<file path="config.mk">
export PLATFORM = sky130hd
export DESIGN_NAME = signed_binary_to_decimal_ascii_flat
export DESIGN_NICKNAME = d
export VERILOG_FILES = /design/src/hw/rtl/b2d_pkg.sv /design/src/hw/rtl/b2d_in_if.sv /design/src/hw/rtl/b2d_out_if.sv /design/src/hw/rtl/signed_binary_to_decimal_ascii.sv /design/src/flat_wrapper.sv
export SDC_FILE = /design/constraint.sdc
export NUM_CORES = 1
export LEC_CHECK = 0
export BUFFER_PORTS_ARGS = -buffer_cell sky130_fd_sc_hd__buf_2
export CORE_AREA = 10 10 110 186
export DETAILED_ROUTE_END_ITERATION = 6
export DIE_AREA = 0 0 120 196
export GPL_TIMING_DRIVEN = 1
export SYNTH_ARGS = -nofsm -noshare
export SYNTH_HDL_FRONTEND = slang
export SYNTH_SLANG_ARGS = --single-unit
</file>
<file path="constraint.sdc">
create_clock -name clk -period 2.2 [get_ports clk]
set_input_delay 0.44 -clock clk [delete_from_list [all_inputs] [get_ports clk]]
set_output_delay 0.44 -clock clk [all_outputs]
set_load 0.01 [all_outputs]
</file>
<file path="src/hw/rtl/b2d_pkg.sv">
`default_nettype none

package b2d_pkg;

    localparam int unsigned CHAR_W = 8;
    localparam int unsigned BCD_DIGIT_W = 4;

    typedef logic [CHAR_W-1:0] char_t;
    typedef logic [BCD_DIGIT_W-1:0] bcd_digit_t;

    localparam char_t CHAR_ZERO  = 8'h30;
    localparam char_t CHAR_MINUS = 8'h2D;

    // Correct one BCD digit before the next doubling: add three at five and above.
    function automatic bcd_digit_t bcd_adjust(input bcd_digit_t d);
        bcd_digit_t r;
        r = (d >= 4'd5) ? bcd_digit_t'(d + 4'd3) : d;
        return r;
    endfunction

endpackage

`default_nettype wire

</file>
<file path="src/hw/rtl/b2d_in_if.sv">
`default_nettype none

interface b2d_in_if #(
    parameter int unsigned VALUE_BITS = 32
);
    logic                         valid;
    logic                         ready;
    logic signed [VALUE_BITS-1:0] value;

    modport source (output valid, output value, input ready);
    modport sink   (input valid, input value, output ready);
endinterface

`default_nettype wire

</file>
<file path="src/hw/rtl/b2d_out_if.sv">
`default_nettype none

interface b2d_out_if;
    logic       valid;
    logic       ready;
    logic [7:0] character;
    logic       last;

    modport source (output valid, output character, output last, input ready);
    modport sink   (input valid, input character, input last, output ready);
endinterface

`default_nettype wire

</file>
<file path="src/hw/rtl/signed_binary_to_decimal_ascii.sv">
`default_nettype none

// Signed binary to decimal ASCII text.
// Channel number (sink): one two's-complement value of VALUE_BITS bits per transfer.
// Channel text (source): one ASCII character per transfer, '-' first for a
// negative value, then the decimal digits most significant first with no leading
// zeros; zero gives a single '0'. The most negative value prints one minus sign.
// last is high on the final character of each number's text.
// Operation: the number is registered in the idle state, then bit-serial double
// dabble builds the BCD digits, one magnitude bit shifted in per cycle.
// Emission then walks the BCD register one digit per cycle: leading zeros are
// dropped without a transfer; a character waits while the output register is full.
// A negative number emits its sign in a step of its own before the first digit;
// one number is in flight at a time.
// number.ready is high only while the block is idle.
// A stalled receiver holds the output register and the next character waits on it;
// nothing is lost. Reset clears the state machine and the output valid.
module signed_binary_to_decimal_ascii
    import b2d_pkg::*;
#(
    parameter int unsigned VALUE_BITS = 32
) (
    input  wire logic clk,
    input  wire logic rst_n,
    b2d_in_if.sink    number,
    b2d_out_if.source text
);

    // Enough digits for 2^(VALUE_BITS-1); spare high digits stay zero.
    localparam int unsigned DIGITS = (VALUE_BITS * 30103) / 100000 + 1;
    localparam int unsigned BCD_W  = DIGITS * BCD_DIGIT_W;
    localparam int unsigned BIT_CW = $clog2(VALUE_BITS);
    localparam int unsigned DIG_CW = $clog2(DIGITS);

    typedef enum logic [1:0] {
        S_IDLE,
        S_CONV,
        S_EMIT
    } state_t;

    state_t                  state_reg, state_next;
    logic [VALUE_BITS-1:0]   mag_reg, mag_next;
    logic [BCD_W-1:0]        bcd_reg, bcd_next;
    logic [BIT_CW-1:0]       bit_cnt_reg, bit_cnt_next;
    logic [DIG_CW-1:0]       dig_cnt_reg, dig_cnt_next;
    logic                    neg_reg, neg_next;
    logic                    started_reg, started_next;
    logic                    out_valid_reg, out_valid_next;
    char_t                   out_char_reg, out_char_next;
    logic                    out_last_reg, out_last_next;

    logic                    out_free;
    logic [BCD_W-1:0]        bcd_adj;
    bcd_digit_t              top_digit;

    assign number.ready   = (state_reg == S_IDLE);
    assign text.valid     = out_valid_reg;
    assign text.character = out_char_reg;
    assign text.last      = out_last_reg;

    // The output register can take a new character when empty or draining.
    assign out_free  = !out_valid_reg || text.ready;
    assign top_digit = bcd_reg[BCD_W-1 -: BCD_DIGIT_W];

    // Adjust every digit before the doubling; digits are independent.
    always_comb
    begin
        for (int i = 0; i < int'(DIGITS); i++)
        begin
            bcd_adj[i*BCD_DIGIT_W +: BCD_DIGIT_W] =
                bcd_adjust(bcd_reg[i*BCD_DIGIT_W +: BCD_DIGIT_W]);
        end
    end

    always_comb
    begin
        state_next     = state_reg;
        mag_next       = mag_reg;
        bcd_next       = bcd_reg;
        bit_cnt_next   = bit_cnt_reg;
        dig_cnt_next   = dig_cnt_reg;
        neg_next       = neg_reg;
        started_next   = started_reg;
        out_valid_next = out_valid_reg;
        out_char_next  = out_char_reg;
        out_last_next  = out_last_reg;

        // Drop the character once the receiver takes it.
        if (out_valid_reg && text.ready)
        begin
            out_valid_next = 1'b0;
        end

        unique case (state_reg)
            S_IDLE:
            begin
                if (number.valid)
                begin
                    neg_next     = number.value[VALUE_BITS-1];
                    // Magnitude fits VALUE_BITS unsigned, so the most negative value is safe.
                    mag_next     = number.value[VALUE_BITS-1]
                                   ? VALUE_BITS'(~number.value + 1'b1)
                                   : VALUE_BITS'(number.value);
                    bcd_next     = '0;
                    bit_cnt_next = BIT_CW'(VALUE_BITS - 1);
                    started_next = 1'b0;
                    state_next   = S_CONV;
                end
            end

            S_CONV:
            begin
                // Double the BCD value and shift in the next magnitude bit.
                bcd_next = {bcd_adj[BCD_W-2:0], mag_reg[VALUE_BITS-1]};
                mag_next = {mag_reg[VALUE_BITS-2:0], 1'b0};
                if (bit_cnt_reg == '0)
                begin
                    dig_cnt_next = DIG_CW'(DIGITS - 1);
                    state_next   = S_EMIT;
                end
                else
                begin
                    bit_cnt_next = bit_cnt_reg - 1'b1;
                end
            end

            S_EMIT:
            begin
                priority if (!started_reg && top_digit == '0 && dig_cnt_reg != '0)
                begin
                    // Leading zero: advance without a transfer.
                    bcd_next     = {bcd_reg[BCD_W-BCD_DIGIT_W-1:0], {BCD_DIGIT_W{1'b0}}};
                    dig_cnt_next = dig_cnt_reg - 1'b1;
                end
                else if (out_free && neg_reg)
                begin
                    out_valid_next = 1'b1;
                    out_char_next  = CHAR_MINUS;
                    out_last_next  = 1'b0;
                    neg_next       = 1'b0;
                end
                else if (out_free)
                begin
                    out_valid_next = 1'b1;
                    out_char_next  = char_t'(CHAR_ZERO + {4'b0000, top_digit});
                    out_last_next  = (dig_cnt_reg == '0);
                    started_next   = 1'b1;
                    bcd_next       = {bcd_reg[BCD_W-BCD_DIGIT_W-1:0], {BCD_DIGIT_W{1'b0}}};
                    if (dig_cnt_reg == '0)
                    begin
                        state_next = S_IDLE;
                    end
                    else
                    begin
                        dig_cnt_next = dig_cnt_reg - 1'b1;
                    end
                end
                else
                begin
                    // Receiver stalled: hold.
                    state_next = S_EMIT;
                end
            end

            default:
            begin
                state_next = S_IDLE;
            end
        endcase
    end

    always_ff @(posedge clk or negedge rst_n)
    begin
        if (!rst_n)
        begin
            state_reg     <= S_IDLE;
            mag_reg       <= '0;
            bcd_reg       <= '0;
            bit_cnt_reg   <= '0;
            dig_cnt_reg   <= '0;
            neg_reg       <= 1'b0;
            started_reg   <= 1'b0;
            out_valid_reg <= 1'b0;
            out_char_reg  <= '0;
            out_last_reg  <= 1'b0;
        end
        else
        begin
            state_reg     <= state_next;
            mag_reg       <= mag_next;
            bcd_reg       <= bcd_next;
            bit_cnt_reg   <= bit_cnt_next;
            dig_cnt_reg   <= dig_cnt_next;
            neg_reg       <= neg_next;
            started_reg   <= started_next;
            out_valid_reg <= out_valid_next;
            out_char_reg  <= out_char_next;
            out_last_reg  <= out_last_next;
        end
    end

endmodule

`default_nettype wire

</file>
<file path="src/flat_wrapper.sv">
// flat-port wrapper written by rule: the top's interface ports become plain ports
module signed_binary_to_decimal_ascii_flat import b2d_pkg::*;
#(
    parameter int unsigned VALUE_BITS = 32
)
  (clk, rst_n, number_valid, number_value, number_ready, text_valid, text_character, text_last, text_ready);
  b2d_in_if #(.VALUE_BITS(VALUE_BITS)) number_i ();
  b2d_out_if text_i ();
  input  wire logic clk;
  input  wire logic rst_n;
  input wire logic [$bits(number_i.valid)-1:0] number_valid;
  input wire logic [$bits(number_i.value)-1:0] number_value;
  output wire logic [$bits(number_i.ready)-1:0] number_ready;
  output wire logic [$bits(text_i.valid)-1:0] text_valid;
  output wire logic [$bits(text_i.character)-1:0] text_character;
  output wire logic [$bits(text_i.last)-1:0] text_last;
  input wire logic [$bits(text_i.ready)-1:0] text_ready;
  assign number_i.valid = number_valid;
  assign number_i.value = number_value;
  assign number_ready = number_i.ready;
  assign text_valid = text_i.valid;
  assign text_character = text_i.character;
  assign text_last = text_i.last;
  assign text_i.ready = text_ready;
  signed_binary_to_decimal_ascii #(.VALUE_BITS(VALUE_BITS)) u_core (.clk(clk), .rst_n(rst_n), .number(number_i), .text(text_i));
endmodule
</file>
# Word level (Yosys, flattened, before mapping)
# Index checks and enable logic that the tools add are counted.
dict set report word_totals {
  ff_bits 95
  input_bits 36
  output_inout_bits 11
  wordCells 126
}
dict set report op_classes {
  n_addsub 14
  magnitude_cmp 10
  eq_ne 13
  n_mux 52
  bitwise_logic 2
  n_reduce_logical 25
}
# op n
set op_table {}
lappend op_table {{two-way mux 40 bit} 4}
lappend op_table {{one-hot mux 40 bit (3 select lines)} 1}
lappend op_table {{two-way mux 32 bit} 2}
lappend op_table {{one-hot mux 32 bit (2 select lines)} 1}
lappend op_table {{two-way mux 4 bit} 14}
lappend op_table {{>= comparator 4 x 3 -> 1 bit, second input constant} 10}
lappend op_table {{adder 4 x 2 -> 4 bit, second input constant} 9}
lappend op_table {{adder 32 x 1 -> 32 bit, second input constant} 1}
lappend op_table {{inverter 32 bit} 1}
lappend op_table {{two-way mux 8 bit} 2}
lappend op_table {{AND reduction 5 bit} 3}
lappend op_table {{two-way mux 1 bit} 14}
lappend op_table {{two-way mux 2 bit} 6}
lappend op_table {{two-way mux 5 bit} 2}
lappend op_table {{one-hot mux 5 bit (2 select lines)} 1}
lappend op_table {{zero test 4 bit} 2}
lappend op_table {{!= test 2 bit, second input constant} 4}
lappend op_table {{one-hot mux 4 bit (2 select lines)} 1}
lappend op_table {{AND reduction 4 bit} 2}
lappend op_table {{nonzero test 2 bit} 4}
lappend op_table {{adder 6 x 4 -> 7 bit, first input constant} 1}
lappend op_table {{!= test 2 x 1 -> 1 bit, second input constant} 3}
lappend op_table {{!= test 3 x 2 -> 1 bit, second input constant} 2}
lappend op_table {{one-hot mux 2 bit (3 select lines)} 1}
lappend op_table {{19 further kinds} 25}

# Longest topological paths before layout
# Gate-level depths: netlist of run 1.
dict set report logic_depth {
  ltp_word 6
  mapped_depth 10
  depth_no_buf 7
}

# Least setup slack after synthesis of run 1
# OpenSTA, ideal clock, no wires.
dict set report synth_path {
  path_type {input -> register}
  start {input number_value[10]}
  end {register u_core.mag_reg[31]}
  setup_ns 0.082
  arrival_ns 2.270
  required_time_ns 2.118
  slack_ns -0.153
  path_stages 5
  path_buffers 1
  path_cell_list {or4_4 > or4b_4 > buf_6 > or4_1 > o22ai_1}
}
dict set report synth_between {
  elab_chain_len 5
}
# element line_no
set synth_lines {}
lappend synth_lines {{start, declared} flat_wrapper.sv:12} ;# input wire logic [$bits(number_i.value)-1:0] number_value;
lappend synth_lines {{inverter 32 bit} signed_binary_to_decimal_ascii.sv:102} ;# ? VALUE_BITS'(~number.value + 1'b1)
lappend synth_lines {{adder 32 x 1 -> 32 bit} signed_binary_to_decimal_ascii.sv:102}
lappend synth_lines {{two-way mux 32 bit} signed_binary_to_decimal_ascii.sv:102}
lappend synth_lines {{two-way mux 32 bit} signed_binary_to_decimal_ascii.sv:97} ;# if (number.valid)
lappend synth_lines {{one-hot mux 32 bit (2 select lines)} signed_binary_to_decimal_ascii.sv:94} ;# unique case (state_reg)
lappend synth_lines {{end signal, assigned} signed_binary_to_decimal_ascii.sv:190} ;# mag_reg <= mag_next;
lappend synth_lines {{end, declared} signed_binary_to_decimal_ascii.sv:42} ;# logic [VALUE_BITS-1:0] mag_reg, mag_next;
# Every way passes these cells. The select of a mux whose other input is x is not followed.
# A chain may end at the register's enable or synchronous reset.

# Worst setup path in the final report of run 1
dict set report layout_path {
  start {register u_core.bcd_reg[36]}
  end {register u_core.bcd_reg[16]}
}
dict set report layout_between {
  elab_chain_len 5
  word_cells_on_any_way 8
  cone_classes {eq/ne: 2; mux: 2; reduce/logical: 4}
}
# element line_no
set layout_lines {}
lappend layout_lines {{start, declared} signed_binary_to_decimal_ascii.sv:43} ;# logic [BCD_W-1:0] bcd_reg, bcd_next;
lappend layout_lines {{start signal, assigned} signed_binary_to_decimal_ascii.sv:191} ;# bcd_reg <= bcd_next;
lappend layout_lines {{zero test 4 bit *} signed_binary_to_decimal_ascii.sv:129} ;# priority if (!started_reg && top_digit == '0 && dig_cnt_reg != '0)
lappend layout_lines {{logical AND 1 bit * (2 in a row)} signed_binary_to_decimal_ascii.sv:129}
lappend layout_lines {{!= test 3 x 1 -> 1 bit (no line) (tied with other cells)} n/a}
lappend layout_lines {{AND reduction 4 bit (no line) or one-hot mux 40 bit (3 select lines) (tied branches)} n/a}
# Mark *: on every way between the ends. The rest lies on a longest branch, timed or not.

==> flow_summary.toml, run 1 <==
[status]
status = "complete, no violations"

[synthesis]
synth-edff-count = 0
yosysTopAreaCell = "dfrtp_1"
seq_area_frac_synth = 0.389
synth_compound_area_frac = 0.228
synthMuxAreaShare = 0.0306
synthDistinctLibCells = 51
synth_top_area_frac = 0.389
syn-cell-area_mm2 = 0.00598
yosysMostFrequentCell = "dfrtp_1"
synth_top_cells_by_count = "dfrtp_1 (93), o21ai_0 (86), nand2_1 (85)"
yosys_warnings = 0
synth.avg_cell_area_um2 = 8.73
synth-simple-area-share = 0.169
synth_xor_xnor_area_share = 0.0703
synthCells = 685
ys_seq_elements = 93
synth_ff_type = "dfrtp_1"
async_reset_ff_frac = 1.00
synth_top_family_by_area = "compound AO/OA/AOI/OAI gates"
synthAdderAreaFrac = 0.0607
synth_area_leaders = "dfrtp_1 (39%), o21ai_0 (7.2%), ha_1 (6.1%)"

[global_route]
grt.total_usage = 0.130
grt_max_degree = 54
grt-ovfl-total = 0
antenna_found_initial = 0
grt_pass1_wl_um = 25600
grt_pass1_vias = 5374

[floorplan]
num_io_pins = 47
dieArea_mm2 = 0.0235
start_util = 0.344
dieHeight_um = 196
die_w_um = 120
rows = 64
core_area_mm2 = 0.0174

[worst_setup_path]
required_ps = 2460
max_stage_delay_ps = 390
worst-r2r-setup-slack_ps = 30
cp_max_fo = 7
cpMostUsedCell = "buf_4"
slowest_stage = "dfrtp_1"
startpoint_type = "flop"
worstSetupPathType = "reg -> reg"
cp.arrival_ps = 2430
end_kind = "flop"
crit_path_cell_trace = "inv_1, ha_1, nor4b_4, buf_4, nand2_1, a311o_2, or2_2, buf_4, o21ai_0"

[clocking]
cts_made_buffers = 9
tritoncts = "built"
clk_latency_ps = 340
cts_buffer_depth = 2
h-tree-depth = 3
clkTransAtPathRegs_ps = 70
root_buffer = "clkbuf_16"
cts.sinks = 93

[finish]
antenna_cells = 0
largest_reg_flops = 40
fin_util = 0.416
multiInputGateArea_mm2 = 0.00342
syn2layout_area_growth_pct = 20.9
finish.instance_area_mm2 = 0.00722
drive_above_1_share = 0.196
nFillCells = 1805
layout.cells.non_filler = 998
fin_nets = 827
regArea_mm2 = 0.00233

[timing]
fin_ws_ps = 30.5
hold_violations = 0
finalSetupViolCount = 0
relSlewSlack = 0.515
post-route-period-util = 0.986
fmax_mhz = 461
grt_setup_unrepaired = "yes"
slew_violations = 0
setup_tns_ps = 0
hold_ws_ps = 41.7
max_slew.worst_pin.slew_ps = 726
min_period_ps = 2170
clock_skew_ps = 8.89

[detailed_routing]
viasPerCell = 5.16
drt-total-wl_um = 15000
drtIter0Drc = 164
dr.pass1.iters = 4
ant_nets = 0
drcViolationCount = 0
routed-via-count = 5148
wl_per_cell_um = 15.1

[place]
dp_hpwl_um = 11000
dp_slack_ps = -305
placed_cells = 980
routabilityCongestion = 0.792
portBuffers = 44
place_area_mm2 = 0.00685

[power_and_ir_drop]
pwr-share-clk = 0.233
swShare = 0.409
p_seq_frac = 0.324
power_leakage_nw = 3.03
power.switching_mw = 3.00
power.share.combinational = 0.443
vdd_drop_max_uv = 595
power.total_mw = 7.35
internal_power_mw = 4.35
p_per_area_mw_per_mm2 = 1020

[worst_hold_path]
hp-class = "in -> async"

[flow_run]
maxCapViolCount = 0
-- cell families after synthesis --
family / Yosys count
compound gates: 221
xor+xnor: 48
fa+ha+maj: 29
buf+inv: 77
flops: 93
mux: 18
other cells: 1
simple gates: 198
-- power by group through the flow --
stage	combinational, mW	clock [mW]	sequential [mW]
after floorplan	2.15	0	2.37
after global placement	3.14	0	2.40
after detailed placement	3.18	0	2.41
after CTS	3.21	1.76	2.38
after global routing	3.65	1.83	2.43
final	3.26	1.71	2.38
-- final timing paths --
check	from	cells past startpoint	end
worst max register to register	u_core.bcd_reg[36]$_DFFE_PN0P_	9	u_core.bcd_reg[16]$_DFFE_PN0P_
worst max-delay path	u_core.bcd_reg[36]$_DFFE_PN0P_	9	u_core.bcd_reg[16]$_DFFE_PN0P_
worst min-delay path	rst_n	1	u_core.text.last$_DFFE_PN0P_
min in group clk	number_value[30]	3	u_core.mag_reg[31]$_DFFE_PN0P_
max in group asynchronous	rst_n	2	u_core.mag_reg[1]$_DFFE_PN0P_
worst min register to register	u_core.text.character[5]$_DFFE_PN0P_	1	u_core.text.character[5]$_DFFE_PN0P_
-- timing repair --
action,4_1_cts,5_1_grt
resized for setup,11,22
pin swaps,0,1
buffers inserted,1,1
hold buffers,0,0
endpoints found under the setup margin,18,58
-- critical path: cells and delay by family, from the launching register on --
kind,cells,cell delay (ps)
adder cells (fa/ha/maj),1,160
flip-flops,1,390
AND/OR/NAND/NOR,3,570
buffers and inverters,3,430
AO/OA/AOI/OAI,2,540
-- layer usage --
layer,vias to the layer above,GRT usage,routed length [µm]
met4,0,0.0512,312
met1,2481,0.142,6290
met5,-,0,0
met2,56,0.241,8150
li1,2592,-,-
met3,19,0.0213,293
-- cell usage in the layout (no fill, tap or decap), drive strengths merged, types with 14 or more instances in the layout --
master,instances
inv,34
nand2,85
ha,29
a22oi,36
xor2,31
mux2i,16
nor2,25
o31ai,24
buf,107
xnor2,17
nand3b,14
a21oi,44
o21ai,86
nand2b,24
dfrtp,93
-- cell type report --
class / count / area share
multi-input cells: 516 / 0.474
flip-flops and latches: 93 / 0.322
repair buffers: 108 / 0.102
well taps: 231 / 0.0400
clock buffers: 10 / 0.0317
inverters: 34 / 0.0177
clock inverters: 6 / 0.0132
Note: power is estimated with default switching activity, not from simulation.
==> run 2: changes to the inputs <==
--- a/config.mk
+++ b/config.mk
@@ -9,7 +9,7 @@
 export CORE_AREA = 10 10 110 186
 export DETAILED_ROUTE_END_ITERATION = 6
 export DIE_AREA = 0 0 120 196
-export GPL_TIMING_DRIVEN = 1
+export GPL_TIMING_DRIVEN = 0
 export SYNTH_ARGS = -nofsm -noshare
 export SYNTH_HDL_FRONTEND = slang
 export SYNTH_SLANG_ARGS = --single-unit
==> flow_summary.toml, run 2 (same netlist as run 1, synthesis figures left out) <==
[status]
status = "complete, no violations"

[detailed_routing]
routed-via-count = 5262
top_layer = "met4"
drtIter0Drc = 204
wl_met3_um = 400
viasPerCell = 5.32
dr.pass1.iters = 4
drt-total-wl_um = 16600
drcViolationCount = 0
wl_per_cell_um = 16.7
met2_length_um = 9610
met1_length_um = 6210
ant_nets = 0

[flow_run]
maxCapViolCount = 0

[place]
dp_slack_ps = -405
dp_hpwl_um = 12400
placed_cells = 962
routabilityCongestion = 0.825
portBuffers = 44

[finish]
syn2layout_area_growth_pct = 20.8
regArea_mm2 = 0.00233
layout_common_cells = "dfrtp_1 (91), nand2_1 (83), o21ai_0 (64)"
layout.cells.non_filler = 989
largest_reg_flops = 40
antenna_cells = 0
final_common_cell = "dfrtp_1"
fin_nets = 818
nFillCells = 1785
multiInputGateArea_mm2 = 0.00355
drive_above_1_share = 0.214

[global_route]
grt_pass1_wl_um = 27600
grt_pass1_vias = 5577
antenna_found_initial = 0
grt_max_degree = 54
grt-ovfl-total = 0
grt.total_usage = 0.143

[power_and_ir_drop]
p_per_area_mw_per_mm2 = 1060
power_leakage_nw = 3.01
vdd_drop_max_uv = 565

[floorplan]
dieHeight_um = 196
num_io_pins = 47
core_area_mm2 = 0.0174
dieArea_mm2 = 0.0235
die_w_um = 120
start_util = 0.344
rows = 64

[timing]
grt_setup_unrepaired = "yes"
hold_violations = 0
clock_skew_ps = 11.3
max_slew.worst_pin.slew_ps = 723
finalSetupViolCount = 0
min_period_ps = 2170
slew_violations = 0
fin_ws_ps = 27.0
post-route-period-util = 0.988
setup_tns_ps = 0
hold_ws_ps = 138
fmax_mhz = 460
relSlewSlack = 0.518

[worst_setup_path]
worst-r2r-setup-slack_ps = 30
cp.arrival_ps = 2460
cp_max_fo = 8
worstSetupPathType = "reg -> reg"
r2r-end = "u_core.bcd_reg[29]$_DFFE_PN0P_"
startpoint_type = "flop"
reg2regPathDepth = 9
required_ps = 2480
end_kind = "flop"
worstReg2RegStart = "u_core.state_reg[0]$_DFFE_PN0P_"

[clocking]
holdBufCountCts = 0
cts_buffer_depth = 2
h-tree-depth = 3
clk_latency_ps = 360
clkTransAtPathRegs_ps = 70
cts.sinks = 93
root_buffer = "clkbuf_16"
cts_made_buffers = 9
tritoncts = "built"

[worst_hold_path]
hp-class = "in -> async"
-- run 2: worst max path at each step --
stage	from	endpoint	slack, ps	cells past startpoint
floorplan	number_value[10]	u_core.mag_reg[31]$_DFFE_PN0P_	-70	5
global placement	number_value[14]	u_core.mag_reg[28]$_DFFE_PN0P_	-390	8
detailed placement	number_value[2]	u_core.mag_reg[11]$_DFFE_PN0P_	-410	7
CTS	u_core.dig_cnt_reg[0]$_DFFE_PN0P_	u_core.bcd_reg[24]$_DFFE_PN0P_	4	9
global route	u_core.bcd_reg[36]$_DFFE_PN0P_	u_core.bcd_reg[28]$_DFFE_PN0P_	-50	9
finish	u_core.state_reg[0]$_DFFE_PN0P_	u_core.bcd_reg[29]$_DFFE_PN0P_	30	9
-- run 2: stage by stage --
stage / utilization / power [mW] / instance area, µm²
detailed placement: 0.380 / 5.58 / 6600
global route: 0.416 / 8.18 / 7220
CTS: 0.403 / 7.41 / 7000
global placement: 0.378 / 5.55 / 6570
finish: 0.416 / 7.64 / 7220
floorplan: - / 4.51 / 6060
-- run 2: where the power goes --
| group | total, mW | internal (mW) | switching [mW] | leakage [nW] |
|---|---|---|---|---|
| logic | 3.67 | 1.35 | 2.32 | 1.71 |
| registers | 2.37 | 2.13 | 0.238 | 1.16 |
| clock network | 1.60 | 0.883 | 0.715 | 0.134 |
| total | 7.64 | 4.37 | 3.27 | 3.01 |
-- run 2: timing repair --
item,in CTS,in global routing
endpoints found under the setup margin,72,81
gates resized for setup,48,63
buffers inserted,7,4
pin swaps,2,23
cloned,0,3
-- run 2: final cells by class --
| class | instances | share of cell area |
|---|---|---|
| clock inverter | 7 | 0.0102 |
| timing repair buffer | 58 | 0.0492 |
| multi-input combinational | 517 | 0.492 |
| inverter | 34 | 0.0177 |
| sequential | 93 | 0.323 |
| tap | 231 | 0.0400 |
| clock buffer | 9 | 0.0312 |
| buffer | 40 | 0.0369 |
-- run 2: worst max-delay path, cell delays in order, from the launching register on --
cell and delay [ps]:
dfrtp_1 400, inv_1 80, ha_2 210, clkbuf_8 160
nor2b_1 170, a311o_1 310, clkbuf_8 170, or2_4 320
clkbuf_16 190, o21ai_2 100
-- run 2: metal layers --
metal  global-route usage  vias to the layer above
met5                    0                        -
met2                0.284                       78
met3               0.0244                       23
li1                     -                     2571
met1                0.142                     2590
met4               0.0498                        0
==> run 3: changes to the inputs <==
--- a/config.mk
+++ b/config.mk
@@ -6,6 +6,7 @@
 export NUM_CORES = 1
 export LEC_CHECK = 0
 export BUFFER_PORTS_ARGS = -buffer_cell sky130_fd_sc_hd__buf_2
+export CAP_MARGIN = 20
 export CORE_AREA = 10 10 110 186
 export DETAILED_ROUTE_END_ITERATION = 6
 export DIE_AREA = 0 0 120 196
==> constraint.sdc (replaced) <==
create_clock -name clk -period 2.8 [get_ports clk]
set_input_delay 0.56 -clock clk [delete_from_list [all_inputs] [get_ports clk]]
set_output_delay 0.56 -clock clk [all_outputs]
set_load 0.01 [all_outputs]
==> flow_summary.toml, run 3 (same netlist as run 1, synthesis figures left out) <==
[timing]
min_period_ps = 2580
relSlewSlack = 0.549
post-route-period-util = 0.922
fmax_mhz = 387
max_slew.worst_pin.slew_ps = 671
hold_ws_ps = 197
grt_setup_unrepaired = "no"
fin_ws_ps = 219
slew_violations = 0
finalSetupViolCount = 0
setup_tns_ps = 0
hold_violations = 0
clock_skew_ps = 4.65

[power_and_ir_drop]
power.share.combinational = 0.409
p_per_area_mw_per_mm2 = 833
pwr-share-clk = 0.264
p_seq_frac = 0.327
power_leakage_nw = 2.80
power.switching_mw = 2.37
vdd_drop_max_uv = 337
internal_power_mw = 3.38
swShare = 0.412

[floorplan]
core_area_mm2 = 0.0174
dieArea_mm2 = 0.0235
dieHeight_um = 196
num_io_pins = 47
start_util = 0.344
die_w_um = 120
rows = 64

[flow_run]
maxCapViolCount = 0

[global_route]
grt_max_degree = 53
grt-ovfl-total = 0
antenna_found_initial = 0
grt_pass1_wl_um = 26700
grt_pass1_vias = 5449
grt.total_usage = 0.137

[worst_setup_path]
cp_max_fo = 10
crit_path_cell_trace = "inv_1, ha_1, clkbuf_1, nor2b_1, a311o_1, or2_2, clkbuf_2, o21ai_0"
slowest_stage = "a311o_1"
required_ps = 3060
max_stage_delay_ps = 460
cp.arrival_ps = 2840
end_kind = "flop"
worst-path-buf-inv = 3
cp_top_family = "compound AO/OA/AOI/OAI gates"
worstSetupPathType = "reg -> reg"
startpoint_type = "flop"

[place]
portBuffers = 44
routabilityCongestion = 0.829
dp_slack_ps = -205
place_area_mm2 = 0.00652
dp_hpwl_um = 12200

[clocking]
cts_made_buffers = 9
clk_latency_ps = 340
cts.sinks = 93
h-tree-depth = 3
clkTransAtPathRegs_ps = 70
root_buffer = "clkbuf_16"
cts_buffer_depth = 2
holdBufCountCts = 0
tritoncts = "built"

[finish]
layout_common_cells = "dfrtp_1 (93), o21ai_0 (86), nand2_1 (85)"
fin_nets = 805
final_common_cell = "dfrtp_1"
antenna_cells = 0
largest_reg_flops = 40
nFillCells = 1815
drive_above_1_share = 0.109
finish.instance_area_mm2 = 0.00690
syn2layout_area_growth_pct = 15.4

[detailed_routing]
drtIter0Drc = 209
met2_length_um = 8990
met1_length_um = 6200
routed-via-count = 5203
ant_nets = 0
top_layer = "met4"
wl_per_cell_um = 16.2
wl_met3_um = 309
drcViolationCount = 0
viasPerCell = 5.33
drt-total-wl_um = 15800
dr.pass1.iters = 5

[worst_hold_path]
hp-class = "in -> async"

[status]
status = "complete, no violations"
run 3: changes by cell type in the layout (fill, tap and decap cells not counted), moves of 3 or more:
| cell | previous run | this run |
|---|---|---|
| inv_2 | 4 | 0 |
| o21ai_1 | 6 | 0 |
| bufinv_16 | 1 | 4 |
| clkbuf_2 | 20 | 2 |
| inv_1 | 29 | 33 |
| buf_4 | 14 | 3 |
| o41ai_1 | 3 | 8 |
| clkbuf_1 | 5 | 34 |
| clkinvlp_4 | 4 | 0 |
| o21ai_0 | 64 | 86 |
| buf_2 | 48 | 43 |
| o21ai_2 | 16 | 0 |
| o41ai_2 | 6 | 3 |
run 3: worst paths after layout:
kind,start,endpoint,slack (ps),cells after the start
setup / recovery,u_core.state_reg[0]$_DFFE_PN0P_,u_core.bcd_reg[29]$_DFFE_PN0P_,220,8
hold / removal,rst_n,u_core.bcd_reg[26]$_DFFE_PN0P_,200,1
setup reg to reg,u_core.state_reg[0]$_DFFE_PN0P_,u_core.bcd_reg[29]$_DFFE_PN0P_,220,8
hold reg to reg,u_core.text.character[5]$_DFFE_PN0P_,u_core.text.character[5]$_DFFE_PN0P_,470,1
max in group asynchronous,rst_n,u_core.bit_cnt_reg[2]$_DFFE_PN0P_,1950,2
min in group clk,u_core.text.character[5]$_DFFE_PN0P_,u_core.text.character[5]$_DFFE_PN0P_,470,1
run 3: power by group through the flow:
stage	logic [mW]	registers [mW]	clock network (mW)
6_report	2.35	1.88	1.51
5_1_grt	2.65	1.92	1.59
4_1_cts	2.38	1.88	1.54
3_5_place_dp	2.37	1.90	0
3_3_place_gp	2.35	1.89	0
2_1_floorplan	1.59	1.86	0
run 3: layer usage:
layer / vias up / GRT usage
met5: - / 0
met1: 2545 / 0.144
li1: 2550 / -
met4: 0 / 0.0480
met3: 23 / 0.0184
met2: 85 / 0.266
run 3: area by class of cell:
cell class | count | area, µm² | area share
Tap cell | 231 | 289 | 0.0419
Buffer | 41 | 171 | 0.0249
Clock buffer | 10 | 239 | 0.0347
Multi-Input combinational cell | 516 | 3360 | 0.487
Clock inverter | 6 | 134 | 0.0194
Inverter | 34 | 128 | 0.0185
Sequential cell | 93 | 2330 | 0.337
Timing Repair Buffer | 45 | 250 | 0.0363
run 3: worst reg2reg max path: cells and delay by family, from the launching register on:
family | cells | cell delay, ps
fa+ha+maj | 1 | 240
buf+inv | 3 | 510
simple gates | 2 | 640
compound gates | 2 | 660
flops | 1 | 440
run 3: stage by stage:
stage           util  instances  power, mW
2_1_floorplan      -        686       3.44
3_3_place_gp   0.373        961       4.24
3_5_place_dp   0.375        962       4.27
4_1_cts        0.397        977       5.79
5_1_grt        0.397        976       6.16
6_report       0.397        976       5.74
run 3: repair_timing:
item,4_1_cts,5_1_grt
buffers inserted,0,0
setup endpoints to repair,20,22
resized for setup,2,1
hold endpoints to repair,0,0
